**src/design/preemptive_priority_scheduler_unit_defines.svh**
```systemverilog
// Assertion macros shared by the scheduler RTL.
`ifndef PREEMPTIVE_PRIORITY_SCHEDULER_UNIT_DEFINES_SVH
`define PREEMPTIVE_PRIORITY_SCHEDULER_UNIT_DEFINES_SVH

// Same-cycle implication, checked outside reset.
`define PPSU_ASSERT_IMP(lbl, ante, cons) \
	lbl: assert property (@(posedge clk) disable iff (!arst_n) (ante) |-> (cons)) \
		else $error("scheduler check failed");

// Next-cycle implication, checked outside reset.
`define PPSU_ASSERT_NXT(lbl, ante, cons) \
	lbl: assert property (@(posedge clk) disable iff (!arst_n) (ante) |=> (cons)) \
		else $error("scheduler check failed");

`endif

```
**src/design/ppsu_pkg.sv**
```systemverilog
// Constants and codes of the preemptive priority scheduler.
`default_nettype none

package ppsu_pkg;

	localparam int SLOT_W             = 4;
	localparam int CFG_W              = 5;
	localparam int DEF_MAX_PROCESSES  = 16;
	localparam int DEF_TIME_WIDTH     = 16;
	localparam int DEF_PRIORITY_WIDTH = 8;

	localparam logic [CFG_W-1:0] CFG_RESET = 5'd16;

	localparam logic KIND_LOAD = 1'b0;
	localparam logic KIND_TICK = 1'b1;

endpackage

`default_nettype wire

```
**src/design/preemptive_priority_scheduler_unit.sv**
```systemverilog
// Preemptive priority scheduler: slot memories, selection scan and tick update.
`default_nettype none
`include "preemptive_priority_scheduler_unit_defines.svh"

// Usage
//   Input words are taken at a rising edge with start high and busy low.
//   kind = load writes one process slot in that same edge and gives no result;
//   busy stays low, so loads can follow each other every cycle.
//   kind = tick starts a scan over the slots in use. The slot records sit in
//   synchronous memories, read one slot per cycle; the smallest ready
//   priority is kept in a running best register; after a wait state the
//   update state writes the decremented remaining time back and registers
//   the result. The scan covers used slots, where used = min(process_count,
//   MAX_PROCESSES); with none in use the scan is skipped. The result is shown on
//   the cycle in which busy falls, marked by result_valid for exactly one cycle.
//   The receiver cannot stall: the result must be taken in that cycle.
//   Configuration: cfg_data is written when cfg_valid and cfg_ready are high;
//   cfg_ready is low while a tick is in work.
//   Reset clears the time and the FSM, sets all done marks (every slot counts
//   as done until loaded) and sets process_count to 16. Slot memories are not
//   cleared; an unloaded slot is never picked because it is marked done.
module preemptive_priority_scheduler_unit
	import ppsu_pkg::*;
#(
	parameter int MAX_PROCESSES  = DEF_MAX_PROCESSES,
	parameter int TIME_WIDTH     = DEF_TIME_WIDTH,
	parameter int PRIORITY_WIDTH = DEF_PRIORITY_WIDTH
) (
	input  wire logic                      clk,
	input  wire logic                      arst_n,
	input  wire logic                      start,
	output      logic                      busy,
	input  wire logic                      kind,
	input  wire logic [SLOT_W-1:0]         slot,
	input  wire logic [TIME_WIDTH-1:0]     arrive_at,
	input  wire logic [TIME_WIDTH-1:0]     burst_len,
	input  wire logic [PRIORITY_WIDTH-1:0] priority_level,
	input  wire logic                      cfg_valid,
	output      logic                      cfg_ready,
	input  wire logic [CFG_W-1:0]          cfg_data,
	output      logic                      result_valid,
	output      logic                      ran_valid,
	output      logic [SLOT_W-1:0]         ran_slot,
	output      logic                      finished,
	output      logic [TIME_WIDTH-1:0]     finish_time,
	output      logic [TIME_WIDTH-1:0]     turnaround,
	output      logic [TIME_WIDTH-1:0]     waiting,
	output      logic                      all_done
);

	localparam int IDX_W = (MAX_PROCESSES > 1) ? $clog2(MAX_PROCESSES) : 1;
	localparam int CNT_W = $clog2(MAX_PROCESSES + 1);

	typedef struct packed {
		logic [TIME_WIDTH-1:0]     arrival;
		logic [TIME_WIDTH-1:0]     burst;
		logic [PRIORITY_WIDTH-1:0] prio;
	} rec_t;

	typedef enum logic [1:0] {
		ST_IDLE,
		ST_SCAN,
		ST_WAIT,
		ST_UPDATE
	} state_t;

	state_t                    state_q;
	logic [CFG_W-1:0]          count_q;
	logic [TIME_WIDTH-1:0]     time_q;
	logic [MAX_PROCESSES-1:0]  done_q;
	logic [IDX_W-1:0]          idx_q;
	logic [CNT_W-1:0]          undone_q;

	rec_t                      rec_mem [MAX_PROCESSES];
	logic [TIME_WIDTH-1:0]     rem_mem [MAX_PROCESSES];

	rec_t                      rec_s1;
	logic [TIME_WIDTH-1:0]     rem_s1;
	logic [IDX_W-1:0]          slot_s1;
	logic                      vld_s1;

	logic                      found_q;
	logic [IDX_W-1:0]          best_slot_q;
	rec_t                      best_rec_q;
	logic [TIME_WIDTH-1:0]     best_rem_q;

	logic                      result_valid_q;
	logic                      ran_valid_q;
	logic [SLOT_W-1:0]         ran_slot_q;
	logic                      finished_q;
	logic [TIME_WIDTH-1:0]     finish_time_q;
	logic [TIME_WIDTH-1:0]     turnaround_q;
	logic [TIME_WIDTH-1:0]     waiting_q;
	logic                      all_done_q;

	logic                      accept;
	logic                      load_acc;
	logic                      tick_acc;
	logic                      load_ok;
	logic [IDX_W-1:0]          load_idx;
	logic [CNT_W-1:0]          used;
	logic                      scan_last;
	logic                      cand;
	logic                      cand_undone;
	logic [TIME_WIDTH-1:0]     time_nx;
	logic [TIME_WIDTH-1:0]     rem_nx;
	logic                      fin;
	logic [TIME_WIDTH-1:0]     tat;
	logic [TIME_WIDTH-1:0]     wt;
	logic [CNT_W-1:0]          undone_nx;

	assign busy      = (state_q != ST_IDLE);
	assign cfg_ready = ~busy;
	assign accept    = start & ~busy;
	assign load_acc  = accept & (kind == KIND_LOAD);
	assign tick_acc  = accept & (kind == KIND_TICK);
	assign load_ok   = (int'(slot) < MAX_PROCESSES);
	assign load_idx  = IDX_W'(slot);

	always_comb begin
		if (int'(count_q) > MAX_PROCESSES) begin
			used = CNT_W'(MAX_PROCESSES);
		end else begin
			used = CNT_W'(count_q);
		end
	end

	assign scan_last   = (CNT_W'(idx_q) == (used - CNT_W'(1)));
	assign cand_undone = vld_s1 & ~done_q[slot_s1];
	// strict compare keeps the lowest slot on equal priority
	assign cand = cand_undone && (rec_s1.arrival <= time_q) &&
		(!found_q || (rec_s1.prio < best_rec_q.prio));

	// tick update, used in the update state only
	assign time_nx   = (time_q == '1) ? time_q : time_q + TIME_WIDTH'(1);
	assign rem_nx    = (best_rem_q == '0) ? '0 : best_rem_q - TIME_WIDTH'(1);
	assign fin       = found_q & (rem_nx == '0);
	assign tat       = time_nx - best_rec_q.arrival;
	assign wt        = (tat >= best_rec_q.burst) ? tat - best_rec_q.burst : '0;
	assign undone_nx = fin ? undone_q - CNT_W'(1) : undone_q;

	// slot record memory: written by loads, read one slot per scan cycle
	always_ff @(posedge clk) begin
		if (load_acc && load_ok) begin
			rec_mem[load_idx] <= '{arrival: arrive_at, burst: burst_len,
				prio: priority_level};
		end
		rec_s1 <= rec_mem[idx_q];
	end

	// remaining-time memory: written by loads and by the tick write-back
	always_ff @(posedge clk) begin
		if (load_acc && load_ok) begin
			rem_mem[load_idx] <= burst_len;
		end else if (state_q == ST_UPDATE && found_q) begin
			rem_mem[best_slot_q] <= rem_nx;
		end
		rem_s1  <= rem_mem[idx_q];
		slot_s1 <= idx_q;
	end

	// best-so-far payload
	always_ff @(posedge clk) begin
		if (cand) begin
			best_slot_q <= slot_s1;
			best_rec_q  <= rec_s1;
			best_rem_q  <= rem_s1;
		end
	end

	always_ff @(posedge clk or negedge arst_n) begin
		if (!arst_n) begin
			state_q        <= ST_IDLE;
			count_q        <= CFG_RESET;
			time_q         <= '0;
			done_q         <= '1;
			idx_q          <= '0;
			undone_q       <= '0;
			vld_s1         <= 1'b0;
			found_q        <= 1'b0;
			result_valid_q <= 1'b0;
			ran_valid_q    <= 1'b0;
			ran_slot_q     <= '0;
			finished_q     <= 1'b0;
			finish_time_q  <= '0;
			turnaround_q   <= '0;
			waiting_q      <= '0;
			all_done_q     <= 1'b0;
		end else begin
			result_valid_q <= 1'b0;
			vld_s1         <= (state_q == ST_SCAN);
			if (cfg_valid && cfg_ready) begin
				count_q <= cfg_data;
			end
			if (cand_undone) begin
				undone_q <= undone_q + CNT_W'(1);
			end
			if (cand) begin
				found_q <= 1'b1;
			end
			case (state_q)
				ST_IDLE: begin
					if (load_acc && load_ok) begin
						done_q[load_idx] <= (burst_len == '0);
					end
					if (tick_acc) begin
						idx_q    <= '0;
						undone_q <= '0;
						found_q  <= 1'b0;
						state_q  <= (used == '0) ? ST_UPDATE : ST_SCAN;
					end
				end
				ST_SCAN: begin
					if (scan_last) begin
						state_q <= ST_WAIT;
					end else begin
						idx_q <= idx_q + IDX_W'(1);
					end
				end
				ST_WAIT: begin
					// let the last slot's compare land
					state_q <= ST_UPDATE;
				end
				ST_UPDATE: begin
					time_q         <= time_nx;
					if (fin) begin
						done_q[best_slot_q] <= 1'b1;
					end
					result_valid_q <= 1'b1;
					ran_valid_q    <= found_q;
					ran_slot_q     <= found_q ? SLOT_W'(best_slot_q) : '0;
					finished_q     <= fin;
					finish_time_q  <= time_nx;
					turnaround_q   <= fin ? tat : '0;
					waiting_q      <= fin ? wt : '0;
					all_done_q     <= (undone_nx == '0);
					idx_q          <= '0;
					state_q        <= ST_IDLE;
				end
				default: begin
					state_q <= ST_IDLE;
				end
			endcase
		end
	end

	assign result_valid = result_valid_q;
	assign ran_valid    = ran_valid_q;
	assign ran_slot     = ran_slot_q;
	assign finished     = finished_q;
	assign finish_time  = finish_time_q;
	assign turnaround   = turnaround_q;
	assign waiting      = waiting_q;
	assign all_done     = all_done_q;

	`PPSU_ASSERT_NXT(a_strobe_single, result_valid_q, !result_valid_q)
	`PPSU_ASSERT_IMP(a_finish_needs_run, result_valid_q && finished_q, ran_valid_q)
	`PPSU_ASSERT_NXT(a_tick_goes_busy, tick_acc, state_q != ST_IDLE)
	`PPSU_ASSERT_NXT(a_update_ends, state_q == ST_UPDATE, result_valid_q && state_q == ST_IDLE)

endmodule

`default_nettype wire

```
**config.mk**
```make
export PLATFORM = sky130hd
export DESIGN_NAME = preemptive_priority_scheduler_unit
export DESIGN_NICKNAME = d
export VERILOG_FILES = /design/src/design/ppsu_pkg.sv /design/src/design/preemptive_priority_scheduler_unit.sv
export VERILOG_INCLUDE_DIRS = /design/src /design/src/design
export SDC_FILE = /design/constraint.sdc
export NUM_CORES = 1
export LEC_CHECK = 0
export ABC_AREA = 1
export BUFFER_PORTS_ARGS = -buffer_cell sky130_fd_sc_hd__buf_2
export CORE_ASPECT_RATIO = 0.6
export CORE_MARGIN = 10
export CORE_UTILIZATION = 37
export CTS_BUF_LIST = sky130_fd_sc_hd__clkbuf_8 sky130_fd_sc_hd__clkbuf_16
export CTS_CLUSTER_DIAMETER = 50
export DETAILED_ROUTE_END_ITERATION = 12
export PLACE_DENSITY_LB_ADDON = 0.1
export SLEW_MARGIN = 0
export SYNTH_ARGS = -nofsm -noshare
export SYNTH_HDL_FRONTEND = slang
export SYNTH_SLANG_ARGS = --single-unit
```
**constraint.sdc**
```tcl
create_clock -name clk -period 7.36 [get_ports clk]
set_input_delay 0.368 -clock clk [delete_from_list [all_inputs] [get_ports clk]]
set_output_delay 0.368 -clock clk [all_outputs]
set_load 0.005 [all_outputs]
```
# After elaboration in Yosys (flattened, before gate mapping)
# Memory sizes are Yosys's and may differ from the RTL's. A register that Yosys moved wholly into a read port is not among the register bits.
# Cells that the tools add are included.
# W data, S select, Z words.
dict set report classes {
  n_addsub 8
  order_cmp 9
  eq_ne 10
  n_mux 40
  bitwise 9
  n_reduce_logical 21
}
# operator n
set op_table {}
lappend op_table {{$mux W16} 8}
lappend op_table {{$logic_not A16 Y1} 3}
lappend op_table {{$pmux W16 S2} 1}
lappend op_table {{$sub A16 B16 Y16} 2}
lappend op_table {{$mux W5} 5}
lappend op_table {{$add A16 B1 Y16 const B} 1}
lappend op_table {{$bwmux W16} 1}
lappend op_table {{$eq A16 B16 Y1 const B} 1}
lappend op_table {{$ge A16 B16 Y1} 1}
lappend op_table {{$le A16 B16 Y1} 1}
lappend op_table {{$mux W4} 4}
lappend op_table {{$or A16 B16 Y16} 1}
lappend op_table {{$reduce_or A16 Y1} 1}
lappend op_table {{$sub A16 B1 Y16 const B} 1}
lappend op_table {{$lt A4 B5 Y1 const B} 3}
lappend op_table {{$mux W1} 13}
lappend op_table {{$pmux W4 S3} 1}
lappend op_table {{$logic_not A5 Y1} 2}
lappend op_table {{$ne A2 B2 Y1 const B} 5}
lappend op_table {{$sub A5 B1 Y5 const B} 2}
lappend op_table {{$demux W1 S4} 2}
lappend op_table {{$ge A4 B1 Y1 const B} 2}
lappend op_table {{$lt A8 B8 Y1} 1}
lappend op_table {{$pmux W2 S4} 1}
lappend op_table {{other kinds (18)} 34}
dict set report totals {
  reg_bits 154
  ram_bits 896
  in_bits 54
  out_inout_bits 58
  wordCells 120
  mem_count 2
}
# name words word_bits rd rd_ports_with_merged_regs wr line
set mem_list {}
lappend mem_list {rec_mem 16 40 1 1 1 preemptive_priority_scheduler_unit.sv:74} ;# rec_t rec_mem [MAX_PROCESSES];
lappend mem_list {rem_mem 16 16 1 1 1 preemptive_priority_scheduler_unit.sv:75} ;# logic [TIME_WIDTH-1:0] rem_mem [MAX_PROCESSES];

# Depth between registers and ports, before layout
dict set report depth {
  depth_word 9
  depth_mapped 32
}

# Least setup slack after synthesis
# OpenSTA, ideal clock, no wires.
dict set report synth_timing {
  path_type {reg2reg}
  start {reg finish_time[0] (netlist name)}
  end {reg waiting_q[10], in the netlist waiting[10]}
  setup_ns 0.076
  t_arrival_ns 4.473
  required_ns 7.284
  setup_slack_ns 2.811
  stages_incl_launch_ff 31
  n_path_buf 1
  cell_sequence {dfrtp_1 > ha_1 > nand2_1 > inv_1 > nand2_1 > nor3_1 > nand2_1 > nor3_1 > nand2_1 > inv_1 > nor3_1 > a21oi_1 > ha_1 > a21oi_1 > o21ai_1 > a21boi_0 > o21ai_1 > a21boi_0 > or2_0 > and2_1 > inv_1 > ha_1 > nand2_1 > o21ai_0 > a21oi_1 > nand3_1 > inv_1 > nor2_2 > inv_2 > buf_2 > o21ai_1}
}
# item line
set synth_lines {}
lappend synth_lines {{end signal, assigned} preemptive_priority_scheduler_unit.sv:235} ;# waiting_q <= fin ? wt : '0;
lappend synth_lines {{end, declared} preemptive_priority_scheduler_unit.sv:93} ;# logic [TIME_WIDTH-1:0] waiting_q;

==> results.yml <==
logic_synthesis:
  synth_adder_area_share: 0.0187
  synth-async-reset-ratio: 0.0814
  ys_ff_latch: 1106
  post-synth-top-count-cell: "edfxtp_1"
  ys_top_cells_by_area: "edfxtp_1 63%, dfrtp_1 4.0%, nor2_1 3.8%"
  synthMuxAreaShare: 0.0376
  mappedNetlistNets: 3642
  synth_top_cell_by_area: "edfxtp_1"
  synth_flop_cell: "edfxtp_1"
  syn_inst: 3521
  yosysSeqAreaShare: 0.707
  yosys_warnings: 0
  yosysTopAreaCellShare: 0.631
  synthXorXnorAreaFrac: 0.00750
  synth_compound_area_frac: 0.101
  synth-edff-count: 956
  synth_cell_types: 51
  syn_area_um2: 45500
  yosys.area_share.simple: 0.0969
  syn_avg_cell_area_um2: 12.9
  synth.top_cells.by_count: "956 x edfxtp_1, 463 x nor2_1, 380 x nand2_1"
  synth_top_family_by_area: "compound AO/OA/AOI/OAI gates"
placed_design:
  place_inst: 5108
  hpwl_um: 77100
  portBuffers: 111
  post_dp_cell_area_um2: 48000
  gp_congestion: 0.867
critical_path:
  max_stage_delay_ns: 0.47
  critPathKind: "flop to flop"
  startpoint_type: "flop"
  critPathTopFamily: "simple AND/OR/NAND/NOR gates"
  ff2ff_setup_slack_ns: 1.56
  cp-end-kind: "flop"
  crit_top_cell: "nand2_1"
  r2r_start: "finish_time[0]"
  cp.arrival_ns: 6.43
  worst-path-buf-inv: 5
  crit_path_max_fanout: 13
  reg2reg_depth: 29
  critPathRequiredTime_ns: 7.99
  r2r-end: "waiting[0]"
  crit_path_top_delay_cell: "a21boi_0"
routing:
  first_pass_iters: 6
  vias: 28600
  routed_wl_um: 132000
  drtAntennaViolNets: 0
  first_iter_violations: 2634
  wl_per_cell_um: 24.7
  viasPerCell: 5.34
  drcViolationCount: 0
hold_path:
  min_path_type: "input pin to flop"
  hold_end: "rec_mem[14][34]"
  hp-start: "arrive_at[10]"
  holdPathStages: 1
floorplan:
  floorplan.die.height_um: 292
  start_util: 0.373
  die_area_um2: 138000
  ios: 112
  die_x_um: 473
  coreArea_um2: 122000
  std_cell_rows: 99
finish:
  fin_area_um2: 51900
  fillers: 11300
  regArea_um2: 32200
  fin_cells: 5357
  final_nets: 3756
  final_util: 0.426
  multi_input_area_um2: 12100
  drive_gt1_frac: 0.114
  syn_to_final_growth_pct: 14.1
power:
  cellPowerDensity_nw_per_um2: 344
  max-vdd-ir-drop_mv: 0.228
  leakagePower_nw: 18.0
timing:
  tightest_slew_ns: 1.32
  slew_viol_final: 0
  slew_headroom: 0.108
  rsz0062_at_grt: "false"
  min_period_over_period: 0.788
  fmax_ghz: 0.172
  fin_crit_ns: 5.80
  clock-skew-final_ns: 0.0270
  setup_viol: 0
  hold_viol_final: 0
  setup_tns_ns: 0
  fin_hold_ws_ns: 0.0669
global_routing:
  grt_pass1_wl_um: 195000
  antenna_found_initial: 10
  globalRouteOverflowTotal: 0
  grt_max_degree: 200
  grt_pass1_vias: 27500
  gr-usage-all-layers: 0.187
cts:
  htree_levels: 3
  cts_tree: "yes"
  cts_sinks: 1106
  cts_resized: 0
  cts_max_path_buffers: 3
  clock_latency_ns: 0.73
  clockRootBuffer: "clkbuf_16"
  cts_buffers: 110
  clk_pin_slew_ns: 0.06
job:
  maxCapViolations: 0
run_status:
  status: "completed"
[cells by family after synthesis]
family	after synthesis
compound gates	712
xor+xnor	39
fa+ha+maj	67
buf+inv	361
flops	1106
mux	171
simple gates	1065
[per-layer routing]
layer / track usage / vias to the layer above / routed length, um
met4: 0.0481 / 2 / 2950
li1: - / 13300 / -
met1: 0.287 / 14300 / 65400
met2: 0.266 / 833 / 55500
met5: 0 / - / 13
met3: 0.0396 / 172 / 8580
[worst max-delay path by stage]
stage / slack (ns) / start / cells after the start / endpoint
4_1_cts: 1.69 / finish_time[0] / 29 / waiting[0]
2_1_floorplan: 2.81 / finish_time[0] / 30 / waiting[10]
6_report: 1.56 / finish_time[0] / 29 / waiting[0]
3_5_place_dp: 1.73 / finish_time[0] / 29 / waiting[0]
3_3_place_gp: 1.71 / finish_time[0] / 27 / waiting[0]
5_1_grt: 0.81 / finish_time[0] / 31 / waiting[3]
[metrics by stage]
step / setup WS, ns / total power (W)
final: 1.56 / 0.0178
after floorplan: 2.81 / 0.0107
after global placement: 1.71 / 0.0124
after global routing: 0.810 / 0.0188
after detailed placement: 1.73 / 0.0124
after CTS: 1.69 / 0.0180
[registers in the layout, summed over array words and instances, names as in the netlist, 16 cells and up]
| signal | count |
|---|---|
| best_rec_q | 40 |
| best_rem_q | 16 |
| done_q | 16 |
| finish_time | 16 |
| rec_mem | 640 |
| rec_s1 | 40 |
| rem_mem | 256 |
| rem_s1 | 16 |
| turnaround | 16 |
| waiting | 16 |
[placed cells by master, fill, tap and decap left out, types with 14 or more instances in the layout]
cell / Yosys / final
a21oi_1: 63 / 63
edfxtp_1: 956 / 956
nor2_2: 6 / 22
xnor2_1: 14 / 14
o21ai_0: 319 / 319
inv_1: 157 / 185
nand2_1: 380 / 380
ha_1: 65 / 64
o31ai_1: 14 / 14
mux2i_1: 170 / 170
clkinv_2: 0 / 18
clkbuf_16: 0 / 113
nor2_4: 4 / 21
o32ai_1: 44 / 44
buf_4: 0 / 52
dfxtp_1: 60 / 60
clkbuf_8: 0 / 17
o211ai_1: 54 / 54
nor2_1: 463 / 430
nand4_1: 28 / 28
nand3_1: 130 / 130
dlygate4sd3_1: 0 / 31
o221ai_1: 170 / 170
nor3_1: 29 / 29
dfrtp_1: 73 / 69
buf_2: 8 / 110
dfstp_2: 17 / 17
xor2_1: 25 / 25
[worst register-to-register path, delay by kind of cell, from the launching register on]
kind                     cells  cell delay [ns]
AND/OR/NAND/NOR             12             1.96
AO/OA/AOI/OAI                9             1.92
adder cells (fa/ha/maj)      3             0.86
buffers and inverters        5             0.55
flip-flops                   1             0.45
[where the power goes]
group          total, W  internal, W  switching [W]
Sequential      0.00779      0.00747       0.000322
Combinational   0.00448      0.00131        0.00317
Clock           0.00557      0.00308        0.00249
[timing repair]
item,CTS,global route
buffers inserted,0,0
hold buffers,31,0
endpoints found under the hold margin,367,0
[layout make-up]
type                    count  share of cell area
diodes                      8            0.000386
clock buffers             130              0.0590
clock inverters            80              0.0105
inverters                 166              0.0122
multi-input cells        2054               0.233
flip-flops and latches   1106               0.620
well taps                1616              0.0389
repair buffers            197              0.0256
(Power assumes the default switching activity.)
